==> src/hdl/error_diffusion_dither_defines.svh <==
// error_diffusion_dither_defines.svh: assertion macros for the dither rtl
// included by edd_ctrl and edd_dp, expects aclk and aresetn in scope
`ifndef ERROR_DIFFUSION_DITHER_DEFINES_SVH
`define ERROR_DIFFUSION_DITHER_DEFINES_SVH
`ifndef NO_ASSERTIONS
`define EDD_ASSERT_SAME(label, ante, cons) \
    label: assert property (@(posedge aclk) disable iff (!aresetn) (ante) |-> (cons)) \
        else $error("edd assertion failed");
`define EDD_ASSERT_NEXT(label, ante, cons) \
    label: assert property (@(posedge aclk) disable iff (!aresetn) (ante) |=> (cons)) \
        else $error("edd assertion failed");
`else
`define EDD_ASSERT_SAME(label, ante, cons)
`define EDD_ASSERT_NEXT(label, ante, cons)
`endif
`endif

==> src/hdl/edd_pkg.sv <==
// edd_pkg: shared widths, register indexes, reset values and command types
// for the error diffusion dither; no dependencies
`default_nettype none
package edd_pkg;

    localparam int CFG_INDEX_BITS  = 2;
    localparam int CFG_DATA_BITS   = 16;
    localparam int LINE_WIDTH_BITS = 13;
    localparam int STEP_BITS       = 16;
    localparam int LEVEL_BITS      = 16;
    localparam int ERR_BITS        = 24;
    localparam int ACC_BITS        = 29;

    localparam int DEF_MAX_WIDTH   = 4096;
    localparam int DEF_PIXEL_BITS  = 16;
    localparam int DEF_FRAC_BITS   = 4;

    typedef logic [CFG_INDEX_BITS-1:0] cfg_index_t;

    localparam cfg_index_t CFG_LINE_WIDTH = 2'd0;
    localparam cfg_index_t CFG_STEP       = 2'd1;
    localparam cfg_index_t CFG_OUT_MAX    = 2'd2;

    localparam logic [LINE_WIDTH_BITS-1:0] LINE_WIDTH_RESET = 13'd256;
    localparam logic [STEP_BITS-1:0]       STEP_RESET       = 16'd255;
    localparam logic [LEVEL_BITS-1:0]      OUT_MAX_RESET    = 16'd1;

    typedef struct packed {
        logic accept;
        logic rd_left;
        logic rd_right;
        logic cap_ul;
        logic cap_up;
        logic acc;
        logic des;
        logic div_step;
        logic clamp;
        logic mul;
        logic err;
        logic finish;
    } edd_cmd_t;

    typedef struct packed {
        logic out_free;
    } edd_sts_t;

    // signed width of the rounded numerator
    function automatic int num_bits(int pb, int fb);
        int m;
        m = pb + fb + 1;
        if (ACC_BITS - 4 > m) m = ACC_BITS - 4;
        if (STEP_BITS + fb > m) m = STEP_BITS + fb;
        return m + 2;
    endfunction

    // quotient bits produced by the divider
    function automatic int quo_bits(int pb, int fb);
        return num_bits(pb, fb) - 1 - fb;
    endfunction

endpackage
`default_nettype wire

==> src/hdl/edd_ctrl.sv <==
// edd_ctrl: sequencer for one pixel, reads, accumulate, divide, finish
// depends on edd_pkg and error_diffusion_dither_defines.svh
`default_nettype none
`include "error_diffusion_dither_defines.svh"
module edd_ctrl #(
    parameter int PIXEL_BITS      = edd_pkg::DEF_PIXEL_BITS,
    parameter int ERROR_FRAC_BITS = edd_pkg::DEF_FRAC_BITS
) (
    input  wire logic             aclk,
    input  wire logic             aresetn,
    input  wire logic             in_valid,
    output logic                  in_ready,
    input  wire logic             cfg_valid,
    output logic                  cfg_ready,
    output edd_pkg::edd_cmd_t     cmd,
    input  wire edd_pkg::edd_sts_t sts
);
    import edd_pkg::*;

    localparam int QW   = quo_bits(PIXEL_BITS, ERROR_FRAC_BITS);
    localparam int CNTW = $clog2(QW);

    typedef enum logic [10:0] {
        ST_IDLE  = 11'b000_0000_0001,
        ST_RD_UL = 11'b000_0000_0010,
        ST_RD_UP = 11'b000_0000_0100,
        ST_RD_UR = 11'b000_0000_1000,
        ST_ACC   = 11'b000_0001_0000,
        ST_DES   = 11'b000_0010_0000,
        ST_DIV   = 11'b000_0100_0000,
        ST_CLAMP = 11'b000_1000_0000,
        ST_MUL   = 11'b001_0000_0000,
        ST_ERR   = 11'b010_0000_0000,
        ST_FIN   = 11'b100_0000_0000
    } state_t;

    state_t            state_reg, state_next;
    logic [CNTW-1:0]   cnt_reg, cnt_next;

    always_comb begin
        cmd        = '0;
        state_next = state_reg;
        cnt_next   = cnt_reg;
        unique case (state_reg)
            ST_IDLE: begin
                // a pending register write goes first
                if (in_valid && !cfg_valid) begin
                    cmd.accept = 1'b1;
                    state_next = ST_RD_UL;
                end
            end
            ST_RD_UL: begin
                cmd.rd_left = 1'b1;
                state_next  = ST_RD_UP;
            end
            ST_RD_UP: begin
                cmd.cap_ul = 1'b1;
                state_next = ST_RD_UR;
            end
            ST_RD_UR: begin
                cmd.rd_right = 1'b1;
                cmd.cap_up   = 1'b1;
                state_next   = ST_ACC;
            end
            ST_ACC: begin
                cmd.acc    = 1'b1;
                state_next = ST_DES;
            end
            ST_DES: begin
                cmd.des    = 1'b1;
                cnt_next   = CNTW'(QW - 1);
                state_next = ST_DIV;
            end
            ST_DIV: begin
                cmd.div_step = 1'b1;
                if (cnt_reg == '0) begin
                    state_next = ST_CLAMP;
                end else begin
                    cnt_next = cnt_reg - CNTW'(1);
                end
            end
            ST_CLAMP: begin
                cmd.clamp  = 1'b1;
                state_next = ST_MUL;
            end
            ST_MUL: begin
                cmd.mul    = 1'b1;
                state_next = ST_ERR;
            end
            ST_ERR: begin
                cmd.err    = 1'b1;
                state_next = ST_FIN;
            end
            ST_FIN: begin
                if (sts.out_free) begin
                    cmd.finish = 1'b1;
                    state_next = ST_IDLE;
                end
            end
            default: begin
                state_next = ST_IDLE;
            end
        endcase
    end

    assign in_ready  = (state_reg == ST_IDLE) && !cfg_valid;
    assign cfg_ready = (state_reg == ST_IDLE);

    always_ff @(posedge aclk) begin
        if (!aresetn) begin
            state_reg <= ST_IDLE;
            cnt_reg   <= '0;
        end else begin
            state_reg <= state_next;
            cnt_reg   <= cnt_next;
        end
    end

    `EDD_ASSERT_NEXT(a_one_word_in_flight, in_valid && in_ready, !in_ready)
    `EDD_ASSERT_NEXT(a_fin_waits, (state_reg == ST_FIN) && !sts.out_free, state_reg == ST_FIN)
    `EDD_ASSERT_SAME(a_cnt_only_in_div, state_reg != ST_DIV, cnt_reg == '0)

endmodule
`default_nettype wire

==> config.mk <==
export PLATFORM = sky130hd
export DESIGN_NAME = edd_ctrl
export DESIGN_NICKNAME = d
export VERILOG_FILES = /design/src/hdl/edd_pkg.sv /design/src/hdl/edd_ctrl.sv
export VERILOG_INCLUDE_DIRS = /design/src /design/src/hdl
export SDC_FILE = /design/constraint.sdc
export NUM_CORES = 1
export LEC_CHECK = 0
export BUFFER_PORTS_ARGS = -buffer_cell sky130_fd_sc_hd__buf_2
export CORE_MARGIN = 2
export CORE_UTILIZATION = 40
export DETAILED_ROUTE_END_ITERATION = 12
export PLACE_DENSITY_LB_ADDON = 0.15
export SYNTH_ARGS = -nofsm -noshare
export SYNTH_HDL_FRONTEND = slang
export SYNTH_SLANG_ARGS = --single-unit
==> constraint.sdc <==
create_clock -name aclk -period 2.5 [get_ports aclk]
set_clock_uncertainty 0.2 [all_clocks]
set_input_delay 0 -clock aclk [delete_from_list [all_inputs] [get_ports aclk]]
set_output_delay 0 -clock aclk [all_outputs]
set_load 0.02 [all_outputs]
* Yosys cells after proc, flatten, opt, wreduce, memory -nomap -nowiden
Cells that the tools add are included.
** Operators by class
- Add/sub/neg operators :: 1
- Equality and inequality tests :: 15
- Muxes and demuxes :: 19
- Reduce and logical (&&, ||, !) cells :: 7
** Operators with widths (count)
- one-hot mux 11 bit (11 select lines) :: 1
- two-way mux 11 bit :: 3
- two-way mux 1 bit :: 13
- equality test 11 x 1 -> 1 bit, second input constant :: 1
- equality test 11 x 10 -> 1 bit, second input constant :: 1
- equality test 11 bit, second input constant :: 1
- equality test 11 x 2 -> 1 bit, second input constant :: 1
- equality test 11 x 3 -> 1 bit, second input constant :: 1
- equality test 11 x 4 -> 1 bit, second input constant :: 1
- equality test 11 x 5 -> 1 bit, second input constant :: 1
- equality test 11 x 6 -> 1 bit, second input constant :: 1
- equality test 11 x 7 -> 1 bit, second input constant :: 1
- equality test 11 x 8 -> 1 bit, second input constant :: 1
- equality test 11 x 9 -> 1 bit, second input constant :: 1
- one-hot mux 5 bit (2 select lines) :: 1
- inequality test 2 bit, second input constant :: 3
- zero test 5 bit :: 1
- two-way mux 5 bit :: 1
- subtractor 5 x 1 -> 5 bit, second input constant :: 1
- AND reduction 3 bit :: 1
- logical AND 1 bit :: 2
- inequality test 2 x 1 -> 1 bit, second input constant :: 1
- AND reduction 2 bit :: 1
- nonzero test 2 bit :: 1
- zero test 1 bit :: 1
** Word-level totals
- Flip-flop bits (word level) :: 16
- Bits of input ports :: 5
- Output and inout port bits :: 14
- Word-level logic and storage cells :: 44

* Longest topological paths before layout
Gate-level depths: netlist of run 1.
- Depth in word-level cells :: 4
- Gate-level depth with buffers :: 7
- Mapped depth without buffers :: 7

* Worst setup path before layout of run 1
No wires, ideal clock.
- Path kind :: register to register
- From :: register state_reg[5]
- To :: register state_reg[0]
- Library setup time :: 0.138 ns
- Arrival time :: 1.776 ns
- Data required time :: 2.162 ns
- Path slack :: 0.386 ns
- Stages on the path, launching flop included :: 7
- Path buffers :: 1
- Period minus slack after synthesis :: 2.114 ns
- Cell sequence :: dfxtp_1 > buf_2 > nor3_1 > nand4b_1 > nor3b_1 > or3_1 > o311ai_1
** Between the ends
- Word-level cells in the longest chain between the ends :: 3
- Elaborated cells between the ends (all ways) :: 16
- Classes of those cells :: eq/ne (14); mux (1); reduce/logical (1)
** RTL lines
- from (decl) :: line edd_ctrl.sv:37 : state_t state_reg, state_next;
- from (signal assigned) :: line edd_ctrl.sv:114 : state_reg <= state_next;
- equality test 11 x 7 -> 1 bit, or another cell as far along :: line edd_ctrl.sv:44 : unique case (state_reg)
- inequality test 2 bit (no source line) or inequality test 2 x 1 -> 1 bit (tied branches)
- AND reduction 3 bit (no source line)
Several ways; a longest one is shown, not always the timed one.
A chain may end at the register's enable or synchronous reset.

* Worst setup path in the final report of run 1
- From :: register cnt_reg[0]
- To :: register state_reg[9]
** Between the ends
- Word-level cells in the longest chain between the ends :: 3
** RTL lines
- from (decl) :: line edd_ctrl.sv:38 : logic [CNTW-1:0] cnt_reg, cnt_next;
- from (signal assigned) :: line edd_ctrl.sv:115 : cnt_reg <= cnt_next;
- zero test 5 bit :: line edd_ctrl.sv:76 : if (cnt_reg == '0) begin
- inequality test 2 bit (no source line)
- AND reduction 3 bit (no source line)
No other way between the ends.

==> flow_summary.ini, run 1 <==
[run_status]
status = finished clean

[min_path]
hp-class = in -> out
min-delay-start = cfg_valid

[clocking]
ctsResizeCount = 0
clock_latency_ns = 0.29
cts_sinks = 16
path_clk_slew_ns = 0.09
cts_root_buf = clkbuf_4
clockBufferDepth = 2
cts_tree = built
cts_setup_buffers = 0
cts_buffers = 3
htreeDepth = 1

[sta]
finalHoldViolations = 0
worst_pin_slew_ns = 0.4192
fin_crit_sh_pct = 83.31
rsz0062_at_grt = no
fin_tns_setup_ns = 0
slew-limit-headroom_pct = 71.79
setup_viol = 0
max_freq_ghz = 0.4801
drv_slew = 0
min_period_ns = 2.083

[synth]
synth-seq-cells = 16
synth_edf_count = 0
syn-mean-instance-area_um2 = 8.815
yosys_warnings = 0
synth_top_flop_cell = dfxtp_1
ys_top_cells_by_area = dfxtp_1 (33%), nor2_1 (4.3%), nor3_1 (3.1%)
synth_fa_ha_area_share_pct = 1.290
yosys.area_share.simple_pct = 42.32
syn_inst = 110
syn-num-nets = 116
synth_area_um2 = 969.7
synth_compound_area_share_pct = 12.00
ys_seq_area_share_pct = 33.03
ys_async_sr_fraction_pct = 0
netlist.area_leader.share_pct = 33.03
yosys-mux-area-fraction_pct = 1.032
synth_top_family_by_area = simple AND/OR/NAND/NOR gates
yosysTopAreaCell = dfxtp_1
synth_xor_area_share_pct = 4.516
synth.distinct_cells = 46

[worst_setup_path]
crit_cells = 6
ff2ff_path_depth = 6
crit_required_ns = 2.51
crit_start = cnt_reg[0]
timing.rr.end = state_reg[9]
endpoint_kind = register
reg2reg_slack_ns = 0.42
crit_buf_inv = 1
crit_slowest_cell = or4b_1
cp-endpoint = state_reg[9]
path_cells = inv_1 -> ha_1 -> or4b_1 -> nand4_2 -> nand3_1 -> nor4_2
rr_startpoint = cnt_reg[0]
cpPeakStageDelay_ns = 0.47
crit_arrival_ns = 2.09
criticalPathCategory = reg -> reg
crit_fanout = 10
critPathLaunchType = register
critPathTopFamily = simple AND/OR/NAND/NOR gates

[detailed_routing]
drtPass1Iterations = 4
avgViaCountPerCell = 5.608
vias = 886
wl_met2_um = 991
antenna_left = 0
routed.top_layer = met4
wl_mm = 2.104
m1WireLength_um = 974
route.detailed.drc = 0
wl_per_cell_um = 13.32
wl_met3_um = 89
first_iter_violations = 14

[layout]
area_growth_pct = 16.64
drive_gt1_share_pct = 26.92
fillers = 244
antenna_cells = 0
final_nets = 138
final_core_util_pct = 50.17
largest_reg_flops = 11

[power_and_ir_drop]
p_leak_nw = 0.5056
pwr-share-comb_pct = 44.2
switchingPower_mw = 0.3618
internal-power_mw = 0.4800
powerDensity_nw_per_um2 = 744.3
switching_share_pct = 42.98
power_frac_clock_pct = 16.3
seqPwrFrac_pct = 39.5
ir_worst_vdd_v = 0.0004227

[job]
cap_violations = 0

[floorplan]
rows = 17
initial_core_util_pct = 43.01
dieHeight_um = 53.24
top_level_ports = 19
fp.dieArea_um2 = 2834
coreArea_um2 = 2255
die_x_um = 53.24

[placed_design]
place_congestion = 0.8047
port-buffer-count = 18
dp_hpwl_mm = 1.566

[global_routing]
grt_overflow = 0
grt_max_degree = 13
grt_usage_pct = 16.99
grt_pass1_wl_mm = 3.422
grt_pass1_vias = 788
antenna_found_initial = 0
worst register-to-register path: stages (launching register included):
cell,delay [ns]
dfxtp_1,0.31
inv_1,0.10
ha_1,0.18
or4b_1,0.47
nand4_2,0.24
nand3_1,0.30
nor4_2,0.21
cell usage after synthesis, types with 2 or more instances:
cell	instances
nor2b_1	2
xor2_1	2
nand2_1	5
buf_2	2
nor2_1	11
nand3b_1	2
a21boi_0	3
a21oi_1	2
inv_1	8
dfxtp_1	16
o21ai_0	4
xnor2_1	3
nor3_1	6
and4_2	2
nand2b_1	2
nor3b_1	4
and2_1	2
and4b_2	2
nand3_1	5
final cells by class:
type | count | area [um2] | area share, %
Tap cell | 28 | 35.03 | 3.097
Timing Repair Buffer | 22 | 130.1 | 11.50
Sequential cell | 16 | 320.3 | 28.32
Inverter | 8 | 30.03 | 2.655
Multi-Input combinational cell | 81 | 593.1 | 52.43
Clock buffer | 3 | 22.52 | 1.991
logic make-up (layout without fill, tap and decap cells):
logic type	after synthesis	after routing
AOI/OAI and AO/OA	16	16
buffers and inverters	13	33
xor gates and xnor gates	5	5
muxes	1	1
and+or+nand+nor	58	58
DFF	16	16
adders and majority gates	1	1
worst min path at each step:
stage          endpoint  depth (start not counted)
2_1_floorplan  in_ready                          1
5_1_grt        in_ready                          3
3_5_place_dp   in_ready                          3
6_report       in_ready                          3
4_1_cts        in_ready                          3
3_3_place_gp   in_ready                          3
repair_timing:
action | 4_1_cts | 5_1_grt
hold buffers | 4 | 0
setup endpoints to repair | 0 | 0
endpoints found under the hold margin | 10 | 0
cell usage in the layout (no fill, tap or decap), types with 4 or more instances in the layout:
cell type	count
nor3b_1	4
dlygate4sd3_1	4
o21ai_0	4
nor2_1	11
nand3_1	5
inv_1	8
nand2_1	5
buf_2	18
nor3_1	6
dfxtp_1	16
metal layers:
| layer | GRT usage, % | vias to the layer above |
|---|---|---|
| li1 | - | 442 |
| met1 | 20.90 | 416 |
| met2 | 26.95 | 22 |
| met3 | 3.390 | 6 |
| met4 | 10.26 | 0 |
| met5 | 0 | - |
per-stage QoR:
step                total power, mW  setup WS (ns)  instances  hold WS (ns)  instance area [um2]
global route                 0.8953         0.2633        158       0.09062                 1131
detailed placement           0.7035         0.4107        151       0.07610                 1069
global placement             0.7024         0.3923        151       0.06607                 1069
floorplan                    0.6114         0.3859        110       -0.1156                969.7
CTS                          0.8453         0.3852        158       0.07882                 1131
finish                       0.8419         0.4173        158       0.07747                 1131
power groups by stage:
stage / logic [mW] / registers [mW] / clock network, mW
after floorplan: 0.295 / 0.317 / 0
after global placement: 0.366 / 0.336 / 0
after detailed placement: 0.367 / 0.337 / 0
after CTS: 0.373 / 0.332 / 0.141
after global routing: 0.402 / 0.336 / 0.157
final: 0.372 / 0.332 / 0.138
Note: power is estimated with default switching activity, not from simulation.
==> run 2: changes to the inputs <==
clock period = 2 ns   (was 2.5 ns; I/O delays follow)
==> run 2 against run 1 <==
Critical path depth grew 1. Highest routed layer unchanged. Sequential share of layout area shrank 4.1 points. Worst hold slack gained 0.0070 ns. Clock power grew 51%. Core utilization grew 10 points. Routed wire length grew 13%. Largest power group unchanged. Sequential cell count is the same. Power grew 56%. Global-route usage shrank 0.77 points. Cell area grew 20%.
==> flow_summary.ini, run 2 (synthesis gave the netlist of run 1 again) <==
[worst_setup_path]
crit_required_ns = 1.80
ff2ff_path_depth = 6
criticalPathCategory = reg -> out
critPathLaunchType = register
crit_buf_inv = 2
crit_cells = 7
rr_startpoint = cnt_reg[0]
crit_fanout = 5
crit_arrival_ns = 1.72
path_cells = buf_4 -> nor2_1 -> and2_1 -> nand3_4 -> nor2_4 -> and2_4 -> buf_6
timing.rr.end = state_reg[0]
critPathTopFamily = simple AND/OR/NAND/NOR gates
crit_slowest_cell = dfxtp_1
cpPeakStageDelay_ns = 0.38
endpoint_kind = output port
reg2reg_slack_ns = 0.10

[clocking]
cts_root_buf = clkbuf_4
clockBufferDepth = 2
cts_tree = built
cts_buffers = 3
cts_sinks = 16
clock_latency_ns = 0.28
htreeDepth = 1
path_clk_slew_ns = 0.10

[layout]
final_nets = 152
antenna_cells = 0
design_area_um2 = 1356
layout_common_cells = buf_2 (17), dfxtp_1 (12), buf_4 (12)
area_growth_pct = 39.87
largest_reg_flops = 11
mostFrequentLayoutCell = buf_2
drive_gt1_share_pct = 42.76

[min_path]
hp-class = in -> out
min-delay-start = cfg_valid
hold_depth = 3
min_to = in_ready

[placed_design]
place_congestion = 0.8068
dp_hpwl_mm = 1.596
port-buffer-count = 18
placed_area_um2 = 1139
pre_cts_slack_ns = 0.03580

[sta]
setup_viol = 0
fin_tns_setup_ns = 0
timing.hold.ws_ns = 0.08444
max_freq_ghz = 0.5208
slew-limit-headroom_pct = 73.64
worst_pin_slew_ns = 0.3937
finalHoldViolations = 0
min_period_ns = 1.920
fin_crit_sh_pct = 96.01
drv_slew = 0
setup_ws_ns = 0.07983

[detailed_routing]
route.detailed.drc = 0
wl_mm = 2.379
first_iter_violations = 13
antenna_left = 0
vias = 940
wl_per_cell_um = 13.75
drtPass1Iterations = 4
avgViaCountPerCell = 5.434

[floorplan]
die_x_um = 53.24
coreArea_um2 = 2255
initial_core_util_pct = 43.01
rows = 17
dieHeight_um = 53.24
top_level_ports = 19
fp.dieArea_um2 = 2834

[global_routing]
grt_pass1_vias = 762
grt_pass1_wl_mm = 3.408
grt_usage_pct = 16.22
grt_overflow = 0
antenna_found_initial = 0
grt_max_degree = 13

[power_and_ir_drop]
p_leak_nw = 0.5908
powerDensity_nw_per_um2 = 970.0
power.total_mw = 1.316
ir_worst_vdd_v = 0.0007166

[job]
cap_violations = 0

[run_status]
status = finished clean
## run 2: changes by cell type in the layout (fill, tap and decap cells not counted), sizes merged
cell    delta
nand4      +1
clkbuf     +1
buf       +13
## run 2: power by group
| group | internal (mW) | switching, mW | total, mW |
|---|---|---|---|
| combinational | 0.313 | 0.395 | 0.707 |
| sequential | 0.348 | 0.0524 | 0.400 |
| clock | 0.111 | 0.0975 | 0.208 |
## run 2: worst max-delay path by stage
stage,startpoint,endpoint,slack [ns]
after floorplan,state_reg[5],state_reg[0],0.12
after global routing,cnt_reg[0],state_reg[9],-0.01
final,state_reg[6],cmd[11],0.08
after detailed placement,cnt_reg[0],state_reg[9],0.04
after global placement,cnt_reg[0],state_reg[7],0.1
after CTS,state_reg[1],cmd[1],0.006
## run 2: worst register-to-register path: cells and delay by family, from the launching register on
family                     cells  cell delay, ns
DFF                            1            0.31
adders and majority gates      1            0.17
AOI/OAI and AO/OA              1            0.28
buffers and inverters          1            0.10
and+or+nand+nor                3            0.75
## run 2: repair_timing
| action | CTS | global route |
|---|---|---|
| endpoints found under the hold margin | 16 | 0 |
| cloned | 0 | 1 |
| hold buffers | 4 | 0 |
| endpoints found under the setup margin | 2 | 15 |
| gates resized for setup | 4 | 17 |
| buffers inserted | 2 | 3 |
| pin swaps | 1 | 6 |
## run 2: area by class of cell
type                            count  area [um2]
Clock buffer                        4       36.28
Fill cell                         210       898.4
Inverter                            8       30.03
Multi-Input combinational cell     82       689.4
Sequential cell                    16       327.8
Tap cell                           28       35.03
Timing Repair Buffer               35       237.7
## run 2: per-layer routing
metal  track usage [%]  part of all wire [%]  vias up
li1                  -                     -      472
met1             23.32                    50      453
met2             24.90                    47       13
met3             1.977                   2.6        2
met4             5.128                  0.59        0
met5                 0                     0        -
## run 2: metrics by stage
stage,utilization (%),instances
finish,60.16,173
global route,60.16,173
CTS,55.11,169
detailed placement,50.50,159
global placement,50.50,159
floorplan,-,110
==> run 3: changes to the inputs <==
CAP_MARGIN = 10   (was default)
HOLD_SLACK_MARGIN = 0.05   (was default)
clock period = 1.85 ns   (was 2 ns; I/O delays follow)
==> run 3 against run 2 <==
The run now ends with setup timing left. First-iteration DRC count up 150%. Sequential cell count unchanged. Die area unchanged. Clock power up 20%. Critical path type unchanged. Critical endpoint unchanged. Sequential share of layout area down 6.1 points. Clock-buffer cell count unchanged. Core utilization up 25 points. Via count up 23%. Sequential power up 6.8%. Global-route usage up 6.3 points. Critical path depth unchanged. Power up 48%.
==> flow_summary.ini, run 3 (synthesis gave the netlist of run 1 again) <==
[run_status]
status = complete, but fails checks
violations = setup timing

[floorplan]
coreArea_um2 = 2255
fp.dieArea_um2 = 2834
dieHeight_um = 53.24
die_x_um = 53.24
rows = 17
initial_core_util_pct = 43.01
top_level_ports = 19

[sta]
max_freq_ghz = 0.4976
fin_crit_sh_pct = 108.6
worst_pin_slew_ns = 0.4126
setup_viol = 16
slew-limit-headroom_pct = 72.38
setup_ws_ns = -0.1595
drv_slew = 0
finalHoldViolations = 0
rsz0062_at_grt = yes
min_period_ns = 2.010

[worst_setup_path]
crit_required_ns = 1.65
timing.rr.end = cnt_reg[2]
critPathLaunchType = register
crit_fanout = 3
criticalPathCategory = reg -> out
ff2ff_path_depth = 7
rr_startpoint = state_reg[7]
reg2reg_slack_ns = -0.07
crit_arrival_ns = 1.81
endpoint_kind = output port

[power_and_ir_drop]
p_leak_nw = 0.8224
ir_worst_vdd_v = 0.0007362
power.total_mw = 1.952
powerDensity_nw_per_um2 = 1020

[detailed_routing]
vias = 1159
antenna_left = 0
route.detailed.drc = 0
wl_per_cell_um = 17.53
wl_mm = 3.663
first_iter_violations = 32
drtPass1Iterations = 4
avgViaCountPerCell = 5.545

[layout]
layout_common_cells = buf_4 (44), buf_6 (19), nor2_1 (8)
final_nets = 188
largest_reg_flops = 11
drive_gt1_share_pct = 71.27
fillers = 115
design_area_um2 = 1913
mostFrequentLayoutCell = buf_4
antenna_cells = 0
area_growth_pct = 97.29

[min_path]
min-delay-start = cfg_valid
min_to = in_ready
hold_depth = 3
hp-class = in -> out

[clocking]
cts_buffers = 3
cts_tree = built
path_clk_slew_ns = 0.11
clock_latency_ns = 0.31
clockBufferDepth = 2
htreeDepth = 1
cts_sinks = 16
cts_root_buf = clkbuf_4

[job]
cap_violations = 0

[placed_design]
placed_area_um2 = 1281
place_congestion = 0.8565
port-buffer-count = 18
dp_hpwl_mm = 1.874

[global_routing]
antenna_found_initial = 0
grt_usage_pct = 22.50
grt_max_degree = 13
grt_overflow = 0
grt_pass1_wl_mm = 4.588
grt_pass1_vias = 1003
run 3: cell count changes in the layout (fill, tap and decap cells not counted), sizes merged:
cell	before	now
buf	31	68
nand4	3	2
run 3: worst max path at each step:
stage,endpoint,from,slack [ns]
global placement,cnt_reg[3],state_reg[5],-0.14
detailed placement,cnt_reg[3],state_reg[5],-0.06
global route,cmd[11],state_reg[9],-0.22
floorplan,state_reg[0],state_reg[5],-0.003
CTS,cmd[11],state_reg[8],-0.09
finish,cmd[11],state_reg[7],-0.16
run 3: repair_timing:
| action | 4_1_cts | 5_1_grt |
|---|---|---|
| cloned | 0 | 0 |
| pin swaps | 14 | 22 |
| hold buffers | 4 | 0 |
| buffers inserted | 11 | 15 |
| hold endpoints to repair | 16 | 0 |
| setup endpoints to repair | 20 | 29 |
| resized for setup | 36 | 62 |
run 3: report_power, final:
part	switching [mW]	total [mW]	internal (mW)
combinational	0.656	1.27	0.619
clock	0.129	0.250	0.121
sequential	0.0459	0.427	0.381
total	0.831	1.95	1.12
run 3: stage by stage:
step / setup WS [ns] / cells / util, % / TNS, ns / hold slack, ns
after floorplan: -0.002724 / 110 / - / -0.002724 / -0.1500
after global placement: -0.1381 / 176 / 56.83 / -0.5029 / 0.06795
after detailed placement: -0.05581 / 176 / 56.83 / -0.09089 / 0.07375
after CTS: -0.08787 / 194 / 69.31 / -0.1308 / 0.07090
after global routing: -0.2211 / 209 / 84.85 / -2.246 / 0.1146
final: -0.1595 / 209 / 84.85 / -0.8378 / 0.09788
run 3: final cells by class:
| cell class | count | area, um2 | area share (%) |
|---|---|---|---|
| clock buffers | 4 | 36.28 | 1.897 |
| inverters | 8 | 30.03 | 1.570 |
| multi-input cells | 81 | 855.8 | 44.74 |
| flip-flops and latches | 16 | 346.6 | 18.12 |
| well taps | 28 | 35.03 | 1.831 |
| repair buffers | 72 | 609.3 | 31.85 |
run 3: critical path, stage by stage (launching register included):
cell	delay, ns
dfxtp_4	0.39
nor3_4	0.23
and2_1	0.25
buf_4	0.17
nand3_4	0.11
nor2_4	0.10
and2_4	0.15
buf_6	0.11
run 3: metal layers:
metal / global-route usage [%] / wire (um) / vias up
li1: - / - / 543
met1: 27.56 / 1587 / 576
met2: 39.30 / 1875 / 33
met3: 3.107 / 146 / 7
met4: 8.547 / 54 / 0
met5: 0 / 0 / -
